==> config.mk <==
export PLATFORM = sky130hd
export DESIGN_NAME = stab_ctrl
export DESIGN_NICKNAME = d
export VERILOG_FILES = /design/src/hw/rtl/stab_pkg.sv /design/src/hw/rtl/stab_ctrl.sv
export SDC_FILE = /design/constraint.sdc
export NUM_CORES = 1
export LEC_CHECK = 0
export ABC_AREA = 0
export BUFFER_PORTS_ARGS = -buffer_cell sky130_fd_sc_hd__buf_4
export CAP_MARGIN = 30
export CELL_PAD_IN_SITES_DETAIL_PLACEMENT = 0
export CELL_PAD_IN_SITES_GLOBAL_PLACEMENT = 1
export CORE_MARGIN = 2
export CORE_UTILIZATION = 37
export CTS_BUF_LIST = sky130_fd_sc_hd__clkbuf_16
export DETAILED_ROUTE_END_ITERATION = 10
export PLACE_DENSITY_LB_ADDON = 0.1
export SLEW_MARGIN = 40
export SYNTH_ARGS = -nofsm -noshare
export SYNTH_HDL_FRONTEND = slang
export SYNTH_SLANG_ARGS = --single-unit
==> constraint.sdc <==
create_clock -name clk -period 1.7 [get_ports clk]
set_input_delay 0.425 -clock clk [delete_from_list [all_inputs] [get_ports clk]]
set_output_delay 0.425 -clock clk [all_outputs]
set_load 0.02 [all_outputs]
==> src/hw/rtl/stab_pkg.sv <==
`timescale 1ns / 1ps
// ----------------------------------------------------------------------------
// stab_pkg
// Shared types, codes and helpers of the station table.
// ----------------------------------------------------------------------------
package stab_pkg;

	// Default table geometry
	localparam int unsigned ENTRIES_DEF = 256;
	localparam int unsigned NODES_DEF   = 16;

	// Field widths of one item and one result
	localparam int unsigned MAC_W   = 48;
	localparam int unsigned NODE_W  = 4;
	localparam int unsigned TIME_W  = 32;
	localparam int unsigned SLOT_W  = 8;
	localparam int unsigned COUNT_W = 9;

	// Request modes
	typedef enum logic [1:0] {
		MODE_REPORT  = 2'd0,
		MODE_REFRESH = 2'd1,
		MODE_SETTLE  = 2'd2,
		MODE_FORGET  = 2'd3
	} mode_t;

	// Entry status codes
	localparam logic [1:0] STAT_UNKNOWN = 2'd0;
	localparam logic [1:0] STAT_OFFLINE = 2'd1;
	localparam logic [1:0] STAT_ONLINE  = 2'd2;

	// One table row as held in the RAM
	typedef struct packed {
		logic              valid;
		logic [1:0]        status;
		logic [NODE_W-1:0] node;
		logic [MAC_W-1:0]  mac;
		logic [TIME_W-1:0] seen_stamp;
		logic [TIME_W-1:0] connect;
	} entry_t;

	// Controller states
	typedef enum logic [2:0] {
		S_CLEAR,
		S_IDLE,
		S_SCAN,
		S_TAIL,
		S_COMMIT
	} state_t;

	// Controller to datapath commands
	typedef struct packed {
		logic clear_we;
		logic start;
		logic scan_rd;
		logic commit;
	} cmd_t;

	// Datapath to controller status
	typedef struct packed {
		logic out_free;
	} stat_t;

	// Node index reduced modulo the node count for counts of 2 or more (up to 8 subtracts, 4-bit value)
	function automatic logic [NODE_W-1:0] node_mod(input logic [NODE_W-1:0] v,
			input int unsigned nodes);
		logic [NODE_W-1:0] r;
		r = v;
		for (int k = 0; k < 8; k++) begin
			if (int'(r) >= int'(nodes)) begin
				r = r - NODE_W'(nodes);
			end
		end
		return r;
	endfunction

endpackage

==> src/hw/rtl/stab_ctrl.sv <==
`timescale 1ns / 1ps
// ----------------------------------------------------------------------------
// stab_ctrl
// Sequencer: clearing pass, table scan, commit of one item.
// ----------------------------------------------------------------------------
module stab_ctrl #(
	parameter int unsigned ENTRIES = stab_pkg::ENTRIES_DEF
) (
	input  logic                       clk,
	input  logic                       arst_n,
	input  logic                       in_valid,
	output logic                       in_ready,
	input  stab_pkg::stat_t            stat,
	output stab_pkg::cmd_t             cmd,
	output logic [$clog2(ENTRIES)-1:0] addr
);
	import stab_pkg::*;

	localparam int unsigned IW = $clog2(ENTRIES);
	localparam logic [IW-1:0] LAST = IW'(ENTRIES - 1);

	state_t        state_q, state_d;
	logic [IW-1:0] cnt_q, cnt_d;

	// State and address counter
	always_ff @(posedge clk or negedge arst_n) begin
		if (!arst_n) begin
			state_q <= S_CLEAR;
			cnt_q   <= '0;
		end else begin
			state_q <= state_d;
			cnt_q   <= cnt_d;
		end
	end

	assign addr = cnt_q;

	// Next state and commands
	always_comb begin
		state_d  = state_q;
		cnt_d    = cnt_q;
		cmd      = '0;
		in_ready = 1'b0;
		case (state_q)
			S_CLEAR: begin
				cmd.clear_we = 1'b1;
				cnt_d        = cnt_q + 1'b1;
				if (cnt_q == LAST) begin
					cnt_d   = '0;
					state_d = S_IDLE;
				end
			end
			S_IDLE: begin
				in_ready = 1'b1;
				cnt_d    = '0;
				if (in_valid) begin
					cmd.start = 1'b1;
					state_d   = S_SCAN;
				end
			end
			S_SCAN: begin
				cmd.scan_rd = 1'b1;
				cnt_d       = cnt_q + 1'b1;
				if (cnt_q == LAST) begin
					cnt_d   = '0;
					state_d = S_TAIL;
				end
			end
			S_TAIL: begin
				state_d = S_COMMIT;
			end
			S_COMMIT: begin
				if (stat.out_free) begin
					cmd.commit = 1'b1;
					state_d    = S_IDLE;
				end
			end
			default: begin
				state_d = S_IDLE;
			end
		endcase
	end

endmodule

# Yosys cells after proc, flatten, opt, wreduce, memory -nomap -nowiden
# Index checks and enable logic that the tools add are counted.
# totals
ff_bits	11
word_cells	30
# op_classes
add_sub_neg	1
eq_ne	9
n_mux	14
n_reduce_logical	4
# ops
op	n
$pmux 8 s2	1
$pmux 3 s5	1
$mux 3	4
$add 8x1->8 const B	1
$eq 8x8->1 const B	1
$mux 8	1
$ne 2x2->1 const B	4
$mux 1	7
$eq 3x2->1 const B	2
$reduce_and 4->1	1
$eq 3x1->1 const B	1
$eq 3x3->1 const B	1
$logic_not 3->1	1
$reduce_bool 2->1	1
$reduce_or 2->1	1

# Depth between registers and ports, before layout
# Gate-level depths: netlist of the first run.
# depth
word_depth	3
mapped_depth	5
depth_no_buf	5

# Worst setup path before layout of the first run
# OpenSTA, ideal clock, no wires.
# synth_path
path_type	flip-flop to output port
from	register state_q[0]
to	output port cmd[0] (netlist name)
arrival_time_ns	1.246
required_ns	1.275
setup_slack_ns	0.029
path_stages_with_launch	3
n_path_buf	1
path_cell_list	dfrtp_1 > buf_2 > nor4bb_1
# synth_lines
item	line	source
from (decl)	stab_ctrl.sv:22	state_t state_q, state_d;
from (signal assigned)	stab_ctrl.sv:31	state_q <= state_d;
to (decl)	stab_ctrl.sv:14	output stab_pkg::cmd_t cmd,

==> results of run 1 <==
## critical path, stage by stage (launching register included)
cell	delay, ns
dfrtp_1	0.36
and2b_2	0.20
and2b_2	0.21
and2_4	0.14
buf_6	0.12
## report_power, final
| group | leakage (µW) | internal (µW) | switching (µW) |
|---|---|---|---|
| combinational | 0.000279 | 5.61 | 7.43 |
| clock | 0.0000423 | 309 | 120 |
| sequential | 0.000138 | 263 | 0 |
## Yosys cell counts, types with 2 or more instances
cell / instances
a21o_1: 4
and2b_2: 2
dfrtp_1: 11
buf_2: 2
nor3_1: 2
o21ai_0: 6
a21oi_1: 4
and2_1: 2
nor2_1: 5
nand3_1: 3
nor3b_1: 2
nand2_1: 4
mux2i_1: 2
and3_2: 2
## flip-flops by register name, indices dropped and copies added (netlist names)
register  count
addr          8
state_q       3
## cell families (layout without fill, tap and decap cells)
group / Yosys count / count (layout) / share of synthesized area [%]
AND/OR/NAND/NOR: 28 / 28 / 27.4
AO/OA/AOI/OAI: 19 / 19 / 19.2
flip-flops: 11 / 11 / 43.7
multiplexers: 3 / 3 / 4.96
buffers and inverters: 3 / 26 / 2.78
adder cells (fa/ha/maj): 1 / 1 / 1.98
## worst paths after layout
check | startpoint | to | slack, ns | depth (start not counted)
setup / recovery | state_q[0] | cmd[2] | -0.009 | 4
hold / removal | arst_n | state_q[0] | 0.01 | 1
setup reg to reg | addr[0] | addr[3] | 0.17 | 5
hold reg to reg | addr[1] | addr[1] | 0.57 | 1
max in group asynchronous | arst_n | state_q[1] | 1.52 | 1
min in group clk | in_valid | state_q[0] | 0.46 | 3
## cell type report
class                   instances  area [µm²]
flip-flops and latches         11         277
clock inverters                 1        3.75
clock buffers                   3        75.1
well taps                      16        20.0
fillers                       136         656
repair buffers                 22         173
multi-input cells              51         355
## what timing repair did
| item | 4_1_cts | 5_1_grt |
|---|---|---|
| resized for setup | 4 | 2 |
| hold buffers | 0 | 0 |
| hold endpoints to repair | 0 | 0 |
| endpoints found under the setup margin | 1 | 3 |
| pin swaps | 1 | 0 |
| setup buffers | 3 | 0 |
## layer usage
| metal | track usage, % | part of all wire (%) | vias to the layer above |
|---|---|---|---|
| li1 | - | - | 286 |
| met1 | 20.6 | 46 | 260 |
| met2 | 28.0 | 47 | 17 |
| met3 | 6.00 | 5.2 | 2 |
| met4 | 8.82 | 1.4 | 0 |
| met5 | 0 | 0 | - |
## metrics by stage
| stage | hold slack, ns | total power (µW) |
|---|---|---|
| final | 0.0146 | 705 |
| after floorplan | 0.129 | 267 |
| after detailed placement | 0.270 | 279 |
| after global placement | 0.270 | 279 |
| after CTS | 0.0153 | 714 |
| after global routing | 0.0234 | 726 |
==> summary.txt, run 1 <==
Synthesis
  – Yosys Warn Count: 0
  – Ys flop type: dfrtp_1
  – Post-synthesis cell area: approximately 630 µm²
  – Cell taking the most area after synthesis: dfrtp_1
  – Synth top area cells: dfrtp_1, o21ai_0, a21o_1, a21oi_1, mux2i_1
  – Register area share after synthesis: a little over two fifths
  – Mapped Nets: 70
  – Mean area per synthesized cell: approximately 9.7 µm²
  – Post-synth EDFFs: 0
  – Post-synth top area share: a little over two fifths
  – Async S/R FF share, synth: 100%
  – Synth Register Bits: 11
  – Distinct cells, synth: 28
  – Cells after Synth: 65

Global routing
  – First-pass GRT wire length: ~2500 µm
  – Global Route Usage Sum: 17.5%
  – Initial antenna violation count: 0
  – Gr ovfl total: 0
  – Vias in the first global route: ~550
  – Largest net degree at the start of global routing: 12

Worst setup path
  – CP endpoint kind: output pin
  – CP max FO: 3
  – Crit path DAT: 1.28 ns
  – CP Data Required Time: around 1.3 ns
  – Critical Setup Path Class: reg2out
  – Setup crit start kind: flop

Run status
  – Failing checks: negative setup slack
  – Outcome: finished with violations

Detailed routing
  – Vias per cell: 5.43
  – Post-Route WL: 1460 µm
  – Remaining antenna violation count after routing: 0
  – Wirelength per Cell: ~14 µm
  – Iter 0 DRT Violations: 4
  – Drt drc: 0
  – 1st-pass router iterations: 4
  – Via count: 565

Hold path
  – Hold Path Class: in2async

STA
  – Setup TNS: -0.00948 ns
  – Worst slew pin tran: 0.294 ns
  – Fmax: just under 600 MHz
  – Unrepaired setup endpoints after global routing: true
  – Setup ws final: -0.00864 ns
  – # setup viols final: 2
  – Min cycle time layout: 1.71 ns
  – Max_slew headroom: 80.1%
  – Period utilisation layout: 101%
  – Layout Skew: 0.000697 ns
  – Hold Vio Cnt, Final: 0
  – Final slew viol count: 0

CTS
  – Clock buffer depth: 2
  – Root Driver: clkbuf_16
  – Clock-pin slew on the worst setup and hold paths: roughly 0.040 ns
  – H-tree depth: 1
  – CTS buffer count: 3
  – TritonCTS clock tree: done
  – Clock Latency Late Sink: 0.24 ns
  – Clk sinks: 11

Cells and area
  – Area growth syn-to-layout: 43.3%
  – Final Cell Area: 903 µm²
  – Most frequent cells in the layout: buf_4, dfrtp_1, o21ai_0
  – Final std cells w/o fill: ~100
  – Core Util, Final: 57.9%
  – Most common cell after layout, fill and taps aside: buf_4
  – N_diodes: 0
  – Layout cell share with drive strength beyond 1: between 40% and 50%
  – Final nets: 94

Flow run
  – Max-cap violations: 0

Placement
  – Detailed-placement wirelength estimate: 978 µm
  – Final Wtd Congestion: 0.729
  – Placed inst area: ~780 µm²
  – Placed cell count: 97
  – Port Buf Inserts: 16
  – Place WS: ~0.18 ns

Floorplanning
  – DIE WIDTH: roughly 45 µm
  – Initial Util: 40.4%
  – Core area: ~1600 µm²
  – Boundary Pins: 17
  – DIE AREA: 2050 µm²
  – Die Ht: 45.3 µm
  – Rows: 14

Power
  – Lkg Pwr: 0.000459 µW
  – Power Dens Cells: 781 nW/µm²
  – VDD IR max: 0.896 mV
Power figures use the tool's default switching activity.
==> run 2: changes to the inputs <==
--- a/config.mk
+++ b/config.mk
@@ -11,7 +11,7 @@
 export CELL_PAD_IN_SITES_DETAIL_PLACEMENT = 0
 export CELL_PAD_IN_SITES_GLOBAL_PLACEMENT = 1
 export CORE_MARGIN = 2
-export CORE_UTILIZATION = 37
+export CORE_UTILIZATION = 40
 export CTS_BUF_LIST = sky130_fd_sc_hd__clkbuf_16
 export DETAILED_ROUTE_END_ITERATION = 10
 export PLACE_DENSITY_LB_ADDON = 0.1
==> constraint.sdc (replaced) <==
create_clock -name clk -period 2 [get_ports clk]
set_input_delay 0.5 -clock clk [delete_from_list [all_inputs] [get_ports clk]]
set_output_delay 0.5 -clock clk [all_outputs]
set_load 0.02 [all_outputs]
==> run 2 against run 1 <==
The flow now finishes without violations. Utilization is 0.55 points lower. Hold slack better by 0.078 ns. Setup slack better by 0.19 ns. Sequential cell count stayed put. Routed wire length is 10% lower. Cell count is 2.9% lower. First-iteration DRC count grew to 2.8 times the previous value. Sequential share of layout area is 1.6 points higher. Sequential power is 15% lower. Via count is 4.1% lower. Largest cell class unchanged. Largest power group unchanged.
==> summary.txt, run 2 (synthesis gave the netlist of run 1 again) <==
Run status
  – Outcome: finished clean

Floorplanning
  – Die Ht: roughly 44 µm
  – Boundary Pins: 17
  – DIE WIDTH: between 40 and 50 µm
  – Rows: 14
  – Core area: 1490 µm²
  – Initial Util: 42.4%
  – DIE AREA: 1910 µm²

CTS
  – Clock-pin slew on the worst setup and hold paths: approximately 0.04 ns
  – H-tree depth: 1
  – Root Driver: clkbuf_16
  – CTS resizes: 0
  – TritonCTS clock tree: done
  – Clk sinks: 11
  – CTS buffer count: 3
  – Clock Latency Late Sink: between 0.2 and 0.25 ns
  – Postcts setup bufs: 0
  – Hold-fix buffers at CTS: 0
  – Clock buffer depth: 2

Cells and area
  – Area growth syn-to-layout: 35.5%
  – Most common cell after layout, fill and taps aside: buf_4
  – Layout cell share with drive strength beyond 1: between 30% and 40%
  – Max FFs per register: 8
  – Final nets: 91
  – Final Cell Area: 855 µm²
  – N_diodes: 0
  – Most frequent cells in the layout: buf_4, dfrtp_1, o21ai_0
  – Fill cells: 141
  – Final std cells w/o fill: 101

Detailed routing
  – Iter 0 DRT Violations: 11
  – Via count: 542
  – Wirelength per Cell: 12.9 µm
  – Vias per cell: around 5.4
  – Post-Route WL: 1310 µm
  – 1st-pass router iterations: 2
  – Remaining antenna violation count after routing: 0
  – Drt drc: 0

Worst setup path
  – Setup crit start kind: flop
  – CP max FO: 3
  – Crit path DAT: between 1 and 1.5 ns
  – CP Data Required Time: 1.50 ns
  – CP endpoint kind: output pin
  – Critical Setup Path Class: reg2out

Power
  – VDD IR max: 0.429 mV
  – Lkg Pwr: approximately 0.00044 µW
  – Power Dens Cells: roughly 690 nW/µm²

Flow run
  – Max-cap violations: 0

Global routing
  – Global Route Usage Sum: 16.1%
  – Gr ovfl total: 0
  – Vias in the first global route: 534
  – Initial antenna violation count: 0
  – First-pass GRT wire length: 2280 µm
  – Largest net degree at the start of global routing: 12

STA
  – Setup TNS: 0 ns
  – Min cycle time layout: 1.82 ns
  – Unrepaired setup endpoints after global routing: false
  – Fmax: ~550 MHz
  – Max_slew headroom: 78.9%
  – Hold Vio Cnt, Final: 0
  – Period utilisation layout: 91.2%
  – Worst slew pin tran: 0.317 ns
  – Final slew viol count: 0
  – # setup viols final: 0
  – Layout Skew: 0.00110 ns

Hold path
  – Hold Path Class: in2async

Placement
  – Port Buf Inserts: 16
  – Final Wtd Congestion: between 0.6 and 0.7
  – Placed cell count: 97
  – Detailed-placement wirelength estimate: just under 1000 µm
  – Placed inst area: 776 µm²
## run 2: changes by cell type in the layout (fill, tap and decap cells not counted)
cell,previous run,this run
and2_1,1,2
buf_6,2,0
and2_4,1,0
nor4bb_1,0,1
buf_4,20,19
nor4bb_4,1,0
dfrtp_2,1,0
dfrtp_1,10,11
## run 2: metrics by stage
stage	setup WS, ns	total power [µW]	utilization [%]	hold WS (ns)
2_1_floorplan	0.254	227	-	0.204
3_3_place_gp	0.449	237	52.1	0.345
3_5_place_dp	0.437	237	52.1	0.345
4_1_cts	0.176	601	57.4	0.0964
5_1_grt	0.122	617	57.4	0.102
6_report	0.176	590	57.4	0.0928
## run 2: critical path: stages (launching register included)
cell and delay, ns:
dfrtp_1 0.37, and2b_2 0.21, and2b_2 0.21, and2_1 0.15, buf_4 0.15
## run 2: power by group
part	switching, µW	internal [µW]
Sequential	0	223
Combinational	5.58	4.15
Clock	94.6	262
## run 2: cell type report
type | count | area [µm²] | area share [%]
tap | 16 | 20.0 | 2.34
sequential | 11 | 275 | 32.2
multi-input combinational | 51 | 338 | 39.5
clock inverter | 1 | 3.75 | 0.439
clock buffer | 3 | 75.1 | 8.78
timing repair buffer | 19 | 143 | 16.7
## run 2: final timing paths
| path | slack, ns | cells past startpoint | start | end |
|---|---|---|---|---|
| hold reg to reg | 0.57 | 1 | addr[0] | addr[0] |
| setup reg to reg | 0.45 | 5 | addr[0] | addr[3] |
| setup / recovery | 0.18 | 4 | state_q[0] | cmd[2] |
| min in group clk | 0.55 | 3 | in_valid | state_q[0] |
| max in group asynchronous | 1.76 | 1 | arst_n | addr[4] |
| hold / removal | 0.09 | 1 | arst_n | addr[0] |
## run 2: routing by layer
metal,vias to the layer above,wire [µm],global-route usage (%)
met2,12,601,26.2
met3,0,61,3.75
met4,0,0,7.27
met5,-,0,0
li1,280,-,-
met1,250,643,20.1
